File: src/rtl/rpsc_pkg.sv
// shared types, constants and widths of the ramped pi speed controller
package rpsc_pkg;

    localparam int CHANNELS_DEF = 8;

    // configuration register map, byte address = 4 * index
    localparam int ADDR_W = 5;
    localparam int DATA_W = 32;
    localparam int REG_IDX_W = 3;
    localparam logic [REG_IDX_W-1:0] REG_KP_GAIN        = 3'd0;
    localparam logic [REG_IDX_W-1:0] REG_KI_GAIN        = 3'd1;
    localparam logic [REG_IDX_W-1:0] REG_TICK_PERIOD    = 3'd2;
    localparam logic [REG_IDX_W-1:0] REG_MAX_STEP       = 3'd3;
    localparam logic [REG_IDX_W-1:0] REG_INTEGRAL_LIMIT = 3'd4;

    localparam logic [23:0] KP_GAIN_RST        = 24'd167772;
    localparam logic [23:0] KI_GAIN_RST        = 24'd1678;
    localparam logic [15:0] TICK_PERIOD_RST    = 16'd3277;
    localparam logic [14:0] MAX_STEP_RST       = 15'd30;
    localparam logic [14:0] INTEGRAL_LIMIT_RST = 15'd4000;

    // datapath widths
    localparam int ERR_W  = 17;   // setpoint minus measured speed
    localparam int PINT_W = 33;   // error * dt, Q.16
    localparam int ACC_W  = 34;   // integral plus increment before clamp
    localparam int INT_W  = 32;   // stored integral, Q15.16
    localparam int PKP_W  = 41;   // kp * error
    localparam int PKI_W  = 56;   // ki * integral
    localparam int SUM_W  = 58;   // kp * error * 2^16 + ki * integral, Q.40
    localparam int SAT_W  = 42;   // sum after saturation to +/- 2^40
    localparam int ONE_SHIFT = 40;
    localparam int MAG_LSB = 28;  // drive = |v| / (5 * 2^28)
    localparam int MAG_W  = 13;
    localparam int Q_W    = 10;
    localparam int DRIVE_W = 11;

    // divide by five: (a * 52429) >> 18 is exact for a below 2^18
    localparam logic [15:0] DIV5_RECIP = 16'd52429;
    localparam int DIV5_SHIFT = 18;
    localparam int DIVP_W = MAG_W + 16;

    typedef struct packed {
        logic [23:0] kp_gain;
        logic [23:0] ki_gain;
        logic [15:0] tick_period;
        logic [14:0] max_step;
        logic [14:0] integral_limit;
    } t_cfg;

    typedef struct packed {
        logic load_in;
        logic ramp;
        logic mult;
        logic clamp;
        logic mix;
        logic sat;
        logic load_out;
    } t_dp_cmd;

    typedef struct packed {
        logic out_free;
    } t_dp_sts;

endpackage

File: src/rtl/rpsc_ctrl.sv
// sequencer that steps one request through the datapath
module rpsc_ctrl (
    input  logic                i_clk,
    input  logic                i_rst_n,
    input  logic                i_valid,
    output logic                o_ready,
    input  rpsc_pkg::t_dp_sts   i_sts,
    output rpsc_pkg::t_dp_cmd   o_cmd
);

    typedef enum logic [6:0] {
        ST_IDLE  = 7'b0000001,
        ST_RAMP  = 7'b0000010,
        ST_MULT  = 7'b0000100,
        ST_CLAMP = 7'b0001000,
        ST_MIX   = 7'b0010000,
        ST_SAT   = 7'b0100000,
        ST_DIV   = 7'b1000000
    } t_state;

    t_state r_state, n_state;

    always_ff @(posedge i_clk) begin
        if (!i_rst_n) begin
            r_state <= ST_IDLE;
        end else begin
            r_state <= n_state;
        end
    end

    always_comb begin
        n_state = r_state;
        o_cmd   = '0;
        o_ready = 1'b0;
        unique case (r_state)
            ST_IDLE: begin
                o_ready = 1'b1;
                if (i_valid) begin
                    o_cmd.load_in = 1'b1;
                    n_state = ST_RAMP;
                end
            end
            ST_RAMP: begin
                o_cmd.ramp = 1'b1;
                n_state = ST_MULT;
            end
            ST_MULT: begin
                o_cmd.mult = 1'b1;
                n_state = ST_CLAMP;
            end
            ST_CLAMP: begin
                o_cmd.clamp = 1'b1;
                n_state = ST_MIX;
            end
            ST_MIX: begin
                o_cmd.mix = 1'b1;
                n_state = ST_SAT;
            end
            ST_SAT: begin
                o_cmd.sat = 1'b1;
                n_state = ST_DIV;
            end
            ST_DIV: begin
                // wait here while the output register still holds an untaken result
                if (i_sts.out_free) begin
                    o_cmd.load_out = 1'b1;
                    n_state = ST_IDLE;
                end
            end
            default: begin
                n_state = ST_IDLE;
            end
        endcase
    end

endmodule

File: config.mk
export PLATFORM = sky130hd
export DESIGN_NAME = rpsc_ctrl
export DESIGN_NICKNAME = d
export VERILOG_FILES = /design/src/rtl/rpsc_pkg.sv /design/src/rtl/rpsc_ctrl.sv
export SDC_FILE = /design/constraint.sdc
export NUM_CORES = 1
export LEC_CHECK = 0
export ABC_AREA = 1
export BUFFER_PORTS_ARGS = -buffer_cell sky130_fd_sc_hd__buf_2
export CORE_AREA = 2 2 39 41
export DETAILED_ROUTE_END_ITERATION = 8
export DIE_AREA = 0 0 41 43
export RECOVER_POWER = 25
export SYNTH_ARGS = -nofsm -noshare
export SYNTH_HDL_FRONTEND = slang
export SYNTH_SLANG_ARGS = --single-unit
File: constraint.sdc
create_clock -name i_clk -period 1.2 [get_ports i_clk]
set_input_delay 0.12 -clock i_clk [delete_from_list [all_inputs] [get_ports i_clk]]
set_output_delay 0.12 -clock i_clk [all_outputs]
set_load 0.01 [all_outputs]
==> summary.txt <==
Setup path
  – Critical path data arrival time: 1.21 ns
  – Crit. End Element: output port
  – Critical Path Source Type: flop
  – Critical path class: flop to output port
  – Crit-path leading delay family: flip-flops
  – CP Cell Sequence: inv_2 -> nand2_4 -> nor2_4 -> nand2_1 -> inv_1 -> buf_2
  – WP buf/inv: 3
  – CP max-delay cell: dfxtp_2
  – Crit path max fanout: 5
  – Worst stage delay on the critical path: 0.33 ns
  – WP data required: 1.08 ns
  – Setup slack, reg-to-reg: -0.07 ns

Status
  – Failing checks: negative setup slack
  – Run status: complete, but fails checks

Logic synthesis
  – Yosys warnings: 0
  – Post-synth cell types: 15
  – Mapped Avg Cell Area: 6.41 sq um
  – Yosys reg bits: 7
  – Synth top area cells: dfxtp_1 (30%), inv_1 (12%), nand2_1 (11%)
  – Mapped Cells: 74
  – Sequential fraction of the synthesis area: 29.6%
  – Top-area cell type share of the netlist area: 29.6%
  – Synth area leader: dfxtp_1
  – Syn Std Cell Area: 474 sq um
  – Net Count, Synth: 78

Floorplanning
  – Die X-Extent: 41 microns
  – Core Rows: 14
  – Ports: 12
  – Die area: 0.00176 sq mm
  – Starting density of the core: 34.3%
  – Die Y-Extent: 43 microns
  – Core Area: 0.00138 sq mm

Layout
  – ANT cells: 0
  – Fillers: 143
  – Design area: 727 sq um
  – Register area: 148 sq um
  – Layout cells sized above 1: 61.0%
  – Multi-input gate area: 297 sq um
  – Most frequent cells in the layout: inv_1 (13), nand2_1 (11), buf_2 (10)
  – Largest regs: r_state x7
  – Most common cell after layout, fill and taps aside: inv_1
  – Biggest register: r_state
  – Max reg flops: 7
  – P&R area growth vs syn: 53.3%
  – Final net count: 105

Worst hold path
  – Hold Crit Class: input pin to flop

GRT
  – Vias in the first global route: 441
  – Gr usage total: 13.9%
  – Largest net degree at the start of global routing: 7
  – Initial antenna violation count: 0
  – Global route overflow: 0
  – First-pass GRT wire length: 1.70 mm

Placed design
  – IO Port Bufs: 11
  – Gp weighted congestion: 0.735
  – Placed cell area: 549 sq um
  – Final HPWL DP: 728 microns

Clock tree
  – CTS Buffer Depth: 2
  – H-tree Lvls: 1
  – Clock sink count: 7
  – Clock root buffer: clkbuf_4
  – CTS clk-pin slew, worst paths: 0.06 ns
  – CTS tree: built
  – Clk_lat worst skew: 0.26 ns
  – Clock buffer count from CTS: 3
  – CTS Hold Bufs: 0

Timing
  – Fin crit period: 1.33 ns
  – Worst Max-Slew Pin Slew: 0.199 ns
  – Fin Clk Skew: 0.00952 ns
  – Final Hold Vio Count: 0
  – Worst Setup Slack, final: -0.126 ns
  – Period utilization: 111%
  – # setup viols final: 12
  – F_max: 754 MHz
  – RSZ-0062 raised after global routing: true
  – Fin. max-slew vios: 0
  – Max-slew headroom: 86.7%
  – Hold WS: 0.148 ns

Routing
  – Via count: 514
  – Drt wl/cell: 10.0 microns
  – Avg Vias per Cell: 4.43
  – Post-route DRC violation count: 0
  – Antenna Nets Post-Route: 0
  – Detailed Route WL: 1.16 mm
  – 1st-pass router iterations: 4
  – Initial DRC Count: 10

Job
  – Max-Cap Viols: 0

Power
  – Leakage: 0.412 nW
  – PD cells: 1100 mW/mm^2
  – Total power: 0.799 mW
  – Peak supply drop: 528 uV
[where the power goes]
| part | internal, mW | leakage (nW) | switching, mW |
|---|---|---|---|
| registers | 0.251 | 0.0591 | 0.0110 |
| clock network | 0.127 | 0.0150 | 0.0927 |
| logic | 0.141 | 0.338 | 0.176 |
[stage by stage]
stage | util (%) | worst slack (ns) | instances | TNS (ns)
2_1_floorplan | - | 0.171 | 74 | 0
3_3_place_gp | 39.7 | 0.141 | 101 | 0
3_5_place_dp | 39.7 | 0.122 | 101 | 0
4_1_cts | 48.5 | -0.0984 | 114 | -0.543
5_1_grt | 52.5 | -0.176 | 116 | -1.67
6_report | 52.5 | -0.126 | 116 | -0.767
[cells in the mapped netlist]
library cell  instances
inv_2                 7
nand3_4               1
dfxtp_1               7
nor2_4                2
nor4_1                1
nand3_1               7
nor3_1                2
nand3_2               1
nand2_2               3
inv_1                15
nand2_1              14
nand2_4               2
nor2_2                2
nor2_1                9
nor3_2                1
[cell families after synthesis]
family / count (synthesis) / share of synthesized area (%)
buffers and inverters: 22 / 17.4
and+or+nand+nor: 45 / 53.0
DFF: 7 / 29.6
[worst register-to-register path, cell delays in order (launching register included)]
cell and delay, ns:
dfxtp_2 0.33, inv_2 0.07, nand2_4 0.06, nor2_4 0.16, buf_4 0.15, buf_6 0.09, nand3_4 0.08, nand2_2 0.08
nor2_1 0.04, nand2_1 0.07, nand2_1 0.04
[cell type report]
cell class                      count  area share [%]
Multi-Input combinational cell     45            40.8
Inverter                           22            11.7
Sequential cell                     7            20.3
Clock buffer                        4            3.61
Timing Repair Buffer               22            20.8
Tap cell                           16            2.75
[final timing paths]
check | from | end | cells after the start
setup / recovery | r_state[6] | o_cmd[3] | 6
hold / removal | i_rst_n | r_state[2] | 3
setup reg to reg | r_state[6] | r_state[0] | 10
hold reg to reg | r_state[2] | r_state[3] | 5
[routing by layer]
| layer | vias up | track usage [%] | share of wire, % |
|---|---|---|---|
| li1 | 266 | - | - |
| met3 | 3 | 1.57 | 4.1 |
| met1 | 229 | 16.0 | 41 |
| met2 | 16 | 23.1 | 52 |
| met5 | - | 0 | 0 |
| met4 | 0 | 8.00 | 2.3 |
[timing repair]
| action | CTS | global route |
|---|---|---|
| pin swaps | 7 | 6 |
| buffers inserted | 9 | 2 |
| setup endpoints to repair | 8 | 14 |
| gates resized for setup | 11 | 12 |
Power figures use the tool's default switching activity.
