**config.mk**
```make
export PLATFORM = sky130hd
export DESIGN_NAME = rpsc_regs
export DESIGN_NICKNAME = d
export VERILOG_FILES = /design/src/rtl/rpsc_pkg.sv /design/src/rtl/rpsc_regs.sv
export SDC_FILE = /design/constraint.sdc
export NUM_CORES = 1
export LEC_CHECK = 0
export ABC_AREA = 1
export BUFFER_PORTS_ARGS = -buffer_cell sky130_fd_sc_hd__buf_2
export CAP_MARGIN = 20
export CORE_MARGIN = 4
export CORE_UTILIZATION = 45
export CTS_CLUSTER_SIZE = 30
export DETAILED_ROUTE_END_ITERATION = 16
export PLACE_DENSITY = 0.74
export RECOVER_POWER = 50
export SLEW_MARGIN = 20
export SYNTH_ARGS = -nofsm -noshare
export SYNTH_HDL_FRONTEND = slang
export SYNTH_SLANG_ARGS = --single-unit
```
**constraint.sdc**
```tcl
create_clock -name i_clk -period 1.3 [get_ports i_clk]
set_input_delay 0.26 -clock i_clk [delete_from_list [all_inputs] [get_ports i_clk]]
set_output_delay 0.26 -clock i_clk [all_outputs]
set_load 0.05 [all_outputs]
```
**src/rtl/rpsc_pkg.sv**
```systemverilog
// shared types, constants and widths of the ramped pi speed controller
package rpsc_pkg;

    localparam int CHANNELS_DEF = 8;

    // configuration register map, byte address = 4 * index
    localparam int ADDR_W = 5;
    localparam int DATA_W = 32;
    localparam int REG_IDX_W = 3;
    localparam logic [REG_IDX_W-1:0] REG_KP_GAIN        = 3'd0;
    localparam logic [REG_IDX_W-1:0] REG_KI_GAIN        = 3'd1;
    localparam logic [REG_IDX_W-1:0] REG_TICK_PERIOD    = 3'd2;
    localparam logic [REG_IDX_W-1:0] REG_MAX_STEP       = 3'd3;
    localparam logic [REG_IDX_W-1:0] REG_INTEGRAL_LIMIT = 3'd4;

    localparam logic [23:0] KP_GAIN_RST        = 24'd167772;
    localparam logic [23:0] KI_GAIN_RST        = 24'd1678;
    localparam logic [15:0] TICK_PERIOD_RST    = 16'd3277;
    localparam logic [14:0] MAX_STEP_RST       = 15'd30;
    localparam logic [14:0] INTEGRAL_LIMIT_RST = 15'd4000;

    // datapath widths
    localparam int ERR_W  = 17;   // setpoint minus measured speed
    localparam int PINT_W = 33;   // error * dt, Q.16
    localparam int ACC_W  = 34;   // integral plus increment before clamp
    localparam int INT_W  = 32;   // stored integral, Q15.16
    localparam int PKP_W  = 41;   // kp * error
    localparam int PKI_W  = 56;   // ki * integral
    localparam int SUM_W  = 58;   // kp * error * 2^16 + ki * integral, Q.40
    localparam int SAT_W  = 42;   // sum after saturation to +/- 2^40
    localparam int ONE_SHIFT = 40;
    localparam int MAG_LSB = 28;  // drive = |v| / (5 * 2^28)
    localparam int MAG_W  = 13;
    localparam int Q_W    = 10;
    localparam int DRIVE_W = 11;

    // divide by five: (a * 52429) >> 18 is exact for a below 2^18
    localparam logic [15:0] DIV5_RECIP = 16'd52429;
    localparam int DIV5_SHIFT = 18;
    localparam int DIVP_W = MAG_W + 16;

    typedef struct packed {
        logic [23:0] kp_gain;
        logic [23:0] ki_gain;
        logic [15:0] tick_period;
        logic [14:0] max_step;
        logic [14:0] integral_limit;
    } t_cfg;

    typedef struct packed {
        logic load_in;
        logic ramp;
        logic mult;
        logic clamp;
        logic mix;
        logic sat;
        logic load_out;
    } t_dp_cmd;

    typedef struct packed {
        logic out_free;
    } t_dp_sts;

endpackage

```
**src/rtl/rpsc_regs.sv**
```systemverilog
// apb configuration registers
module rpsc_regs (
    input  logic                       i_clk,
    input  logic                       i_rst_n,
    input  logic                       psel,
    input  logic                       penable,
    input  logic                       pwrite,
    input  logic [rpsc_pkg::ADDR_W-1:0] paddr,
    input  logic [rpsc_pkg::DATA_W-1:0] pwdata,
    output logic [rpsc_pkg::DATA_W-1:0] prdata,
    output logic                       pready,
    output rpsc_pkg::t_cfg             o_cfg
);

    rpsc_pkg::t_cfg r_cfg;
    logic [rpsc_pkg::REG_IDX_W-1:0] reg_idx;
    logic wr_en;

    assign reg_idx = paddr[rpsc_pkg::ADDR_W-1:2];
    assign wr_en   = psel && penable && pwrite;
    assign pready  = 1'b1;
    assign o_cfg   = r_cfg;

    always_ff @(posedge i_clk) begin
        if (!i_rst_n) begin
            r_cfg.kp_gain        <= rpsc_pkg::KP_GAIN_RST;
            r_cfg.ki_gain        <= rpsc_pkg::KI_GAIN_RST;
            r_cfg.tick_period    <= rpsc_pkg::TICK_PERIOD_RST;
            r_cfg.max_step       <= rpsc_pkg::MAX_STEP_RST;
            r_cfg.integral_limit <= rpsc_pkg::INTEGRAL_LIMIT_RST;
        end else if (wr_en) begin
            unique case (reg_idx)
                rpsc_pkg::REG_KP_GAIN:        r_cfg.kp_gain        <= pwdata[23:0];
                rpsc_pkg::REG_KI_GAIN:        r_cfg.ki_gain        <= pwdata[23:0];
                rpsc_pkg::REG_TICK_PERIOD:    r_cfg.tick_period    <= pwdata[15:0];
                rpsc_pkg::REG_MAX_STEP:       r_cfg.max_step       <= pwdata[14:0];
                rpsc_pkg::REG_INTEGRAL_LIMIT: r_cfg.integral_limit <= pwdata[14:0];
                default: ;
            endcase
        end
    end

    always_comb begin
        unique case (reg_idx)
            rpsc_pkg::REG_KP_GAIN:        prdata = {8'd0, r_cfg.kp_gain};
            rpsc_pkg::REG_KI_GAIN:        prdata = {8'd0, r_cfg.ki_gain};
            rpsc_pkg::REG_TICK_PERIOD:    prdata = {16'd0, r_cfg.tick_period};
            rpsc_pkg::REG_MAX_STEP:       prdata = {17'd0, r_cfg.max_step};
            rpsc_pkg::REG_INTEGRAL_LIMIT: prdata = {17'd0, r_cfg.integral_limit};
            default:                      prdata = '0;
        endcase
    end

endmodule

```
==> flow_metrics.py <==
metrics = {
    "run_status": {
        "status": "finished, violations left",
        "violations": "setup timing",
    },
    "synth": {
        "yosysMostFrequentCell": "nand2_1",
        "yosys_register_bits": 94,
        "synth_edf_count": 0,
        "synth.area.top_cells": "dfxtp_1 (41%), nand2_1 (19%), nand3_1 (14%)",
        "synth_flop_cell": "dfxtp_1",
        "syn_avg_cell_area_sq_um": 6.43,
        "syn_inst": 711,
        "synth-seq-area-share_pct": 41.1,
        "async_flop_share_pct": 0,
        "yosysTopAreaCellShare_pct": 41.1,
        "synthesis.area_sq_um": 4570,
        "synth_cell_types": 17,
        "netlist_top_cells_count": "nand2_1 (236), nor2_1 (139), nand3_1 (127), dfxtp_1 (94), inv_1 (28)",
        "yosys_warnings": 0,
        "synth_largest_area_cell": "dfxtp_1",
    },
    "sta": {
        "fin_worst_skew_ns": 0,
        "final_max_slew_viol_count": 0,
        "grt_setup_unrepaired": "true",
        "max-slew-margin-rel_pct": 63.8,
        "tightest_slew_ns": 0.543,
        "setup_slack_ns": -0.226,
        "whs_ns": 0.113,
        "hold_viol": 0,
        "period_share_pct": 117,
        "fmax_mhz": 655,
        "setup_violations": 31,
        "fin_crit_ns": 1.53,
    },
    "global_routing": {
        "antenna_found_initial": 0,
        "gr-total-overflow": 0,
        "grt_start_max_net_pins": 95,
        "grt_use_total_pct": 30.5,
        "grt_pass1_vias": 5653,
        "grt_pass1_wl_mm": 28.2,
    },
    "critical_path": {
        "worstSetupPathType": "in2out",
        "cp-start-kind": "primary input",
        "critPathMaxFanout": 12,
        "reg2reg_depth": 3,
        "regToRegSetupSlack_ns": 0.53,
        "r2r-start": "o_cfg[51]$_SDFFE_PN0P_",
        "end_kind": "primary output",
        "r2r-end": "o_cfg[51]$_SDFFE_PN0P_",
        "crit_start": "paddr[3]",
        "endpoint": "prdata[12]",
        "cp_data_arrival_time_ns": 1.27,
        "crit_required_ns": 1.04,
    },
    "placed_design": {
        "hpwlAfterDp_mm": 11.5,
        "pre_cts_ws_ns": -0.345,
        "gp_congestion": 0.969,
        "port_buffers": 149,
        "postPlaceCellArea_sq_um": 5990,
        "placed_cells": 995,
    },
    "layout": {
        "num-fill-cells": 666,
        "drive_gt1_share_pct": 48.2,
        "syn2layout_area_growth_pct": 67.3,
        "num_antenna_cells": 0,
        "nets": 975,
        "multi_input_area_sq_um": 2900,
        "layout.cells.non_filler": 1071,
        "ff_latch_area_sq_um": 1960,
        "stdcell_area_sq_um": 7650,
        "largest_reg_flops": 94,
    },
    "floorplanning": {
        "core_sq_um": 9820,
        "io_pins": 169,
        "fp.dieH_microns": 109,
        "start_util_pct": 46.6,
        "fp-row-count": 36,
        "die_area_sq_um": 11800,
        "die_w_microns": 109,
    },
    "pwr": {
        "power_density_nw_per_um2": 805,
        "power_leakage_nw": 3.84,
        "power_frac_clock_pct": 29.4,
        "ir_drop_mv": 0.660,
        "p_int_mw": 4.16,
        "seqPwrFrac_pct": 47.9,
        "switching_share_pct": 32.4,
        "p_switching_mw": 2.00,
        "p_comb_share_pct": 22.7,
    },
    "drt": {
        "drtPass1Iterations": 9,
        "postRouteAntennaNets": 0,
        "vias": 5945,
        "drc_errors": 0,
        "post_drt_wl_per_cell_microns": 18.2,
        "wirelength_mm": 19.5,
        "drtIter0Drc": 608,
        "routed_via_density": 5.55,
    },
    "clocking": {
        "htree_levels": 3,
        "clock_latency_ns": 0.37,
        "cts_made_buffers": 9,
        "clk_pin_slew_ns": 0.10,
        "holdBufCountCts": 0,
        "cts.path.max_buffers": 2,
        "cts.sinks": 94,
        "cts_tree": "built",
        "cts_root_buffer": "clkbuf_8",
    },
    "hold_path": {
        "worstHoldPathType": "in2reg",
        "hp-start": "pwdata[5]",
        "holdPathStages": 3,
    },
    "flow_run": {
        "maxCapViolations": 0,
    },
}
-- layout by cell type, fill, tap and decap left out, drive strengths merged --
cell	n
buf	233
clkinvlp	2
nand3	130
bufbuf	1
clkinv	2
clkbuf	33
conb	9
nor2	149
dfxtp	94
clkdlybuf4s25	1
nand4	15
nand2	236
inv	33
-- layer usage --
layer	part of all wire (%)	global-route usage (%)	wire length, microns	vias to the layer above
met1	37	36.6	7110	2786
met5	0	0	0	-
met2	50	53.9	9640	410
met4	4.6	12.0	902	0
li1	-	-	-	2663
met3	9.3	5.51	1810	86
-- stage by stage --
stage	utilization [%]	setup TNS, ns	power, mW
after floorplan	-	-0.749	3.81
after global placement	61.0	-16.20	4.08
after detailed placement	61.0	-18.36	4.09
after CTS	75.6	-2.89	6.07
after global routing	78.0	-6.82	6.37
final	78.0	-4.08	6.16
-- power groups by stage --
stage	clock network (mW)	registers, mW	logic [mW]
global route	1.95	2.96	1.46
floorplan	0	3.14	0.669
global placement	0	3.01	1.07
CTS	1.80	2.95	1.33
detailed placement	0	3.01	1.08
finish	1.81	2.95	1.40
-- layout make-up --
cell class	instances	area share, %
Clock buffer	11	1.85
Clock inverter	5	0.441
Inverter	31	1.72
Multi-Input combinational cell	539	37.9
Sequential cell	94	25.6
Tap cell	133	2.17
Timing Repair Buffer	257	30.3
Timing Repair inverter	1	0.0817
-- logic make-up after synthesis --
group                  Yosys count  synth area share (%)
other                            2                 0.164
AND/OR/NAND/NOR                530                  49.5
buffers and inverters           85                  9.19
flip-flops                      94                  41.1
-- how the worst min path moves through the flow --
| stage | endpoint | slack, ns |
|---|---|---|
| after global routing | o_cfg[5]$_SDFFE_PN1P_ | 0.13 |
| final | o_cfg[5]$_SDFFE_PN1P_ | 0.11 |
| after floorplan | o_cfg[10]$_SDFFE_PN1P_ | 0.39 |
| after global placement | o_cfg[36]$_SDFFE_PN1P_ | 0.46 |
| after CTS | o_cfg[5]$_SDFFE_PN1P_ | 0.12 |
| after detailed placement | o_cfg[30]$_SDFFE_PN1P_ | 0.48 |
-- worst max-delay path, stage by stage --
cell and delay (ns):
buf_8 0.13, nor2_4 0.19, buf_12 0.18, nand2_1 0.11, nor2_4 0.13, nor2_4 0.06
nand2_4 0.06, buf_8 0.14
-- repair_timing --
action	in CTS	in global routing
buffers inserted	52	5
pin swaps	57	15
gates cloned	3	1
endpoints found under the setup margin	30	94
resized for setup	274	101
Power figures use the tool's default switching activity.
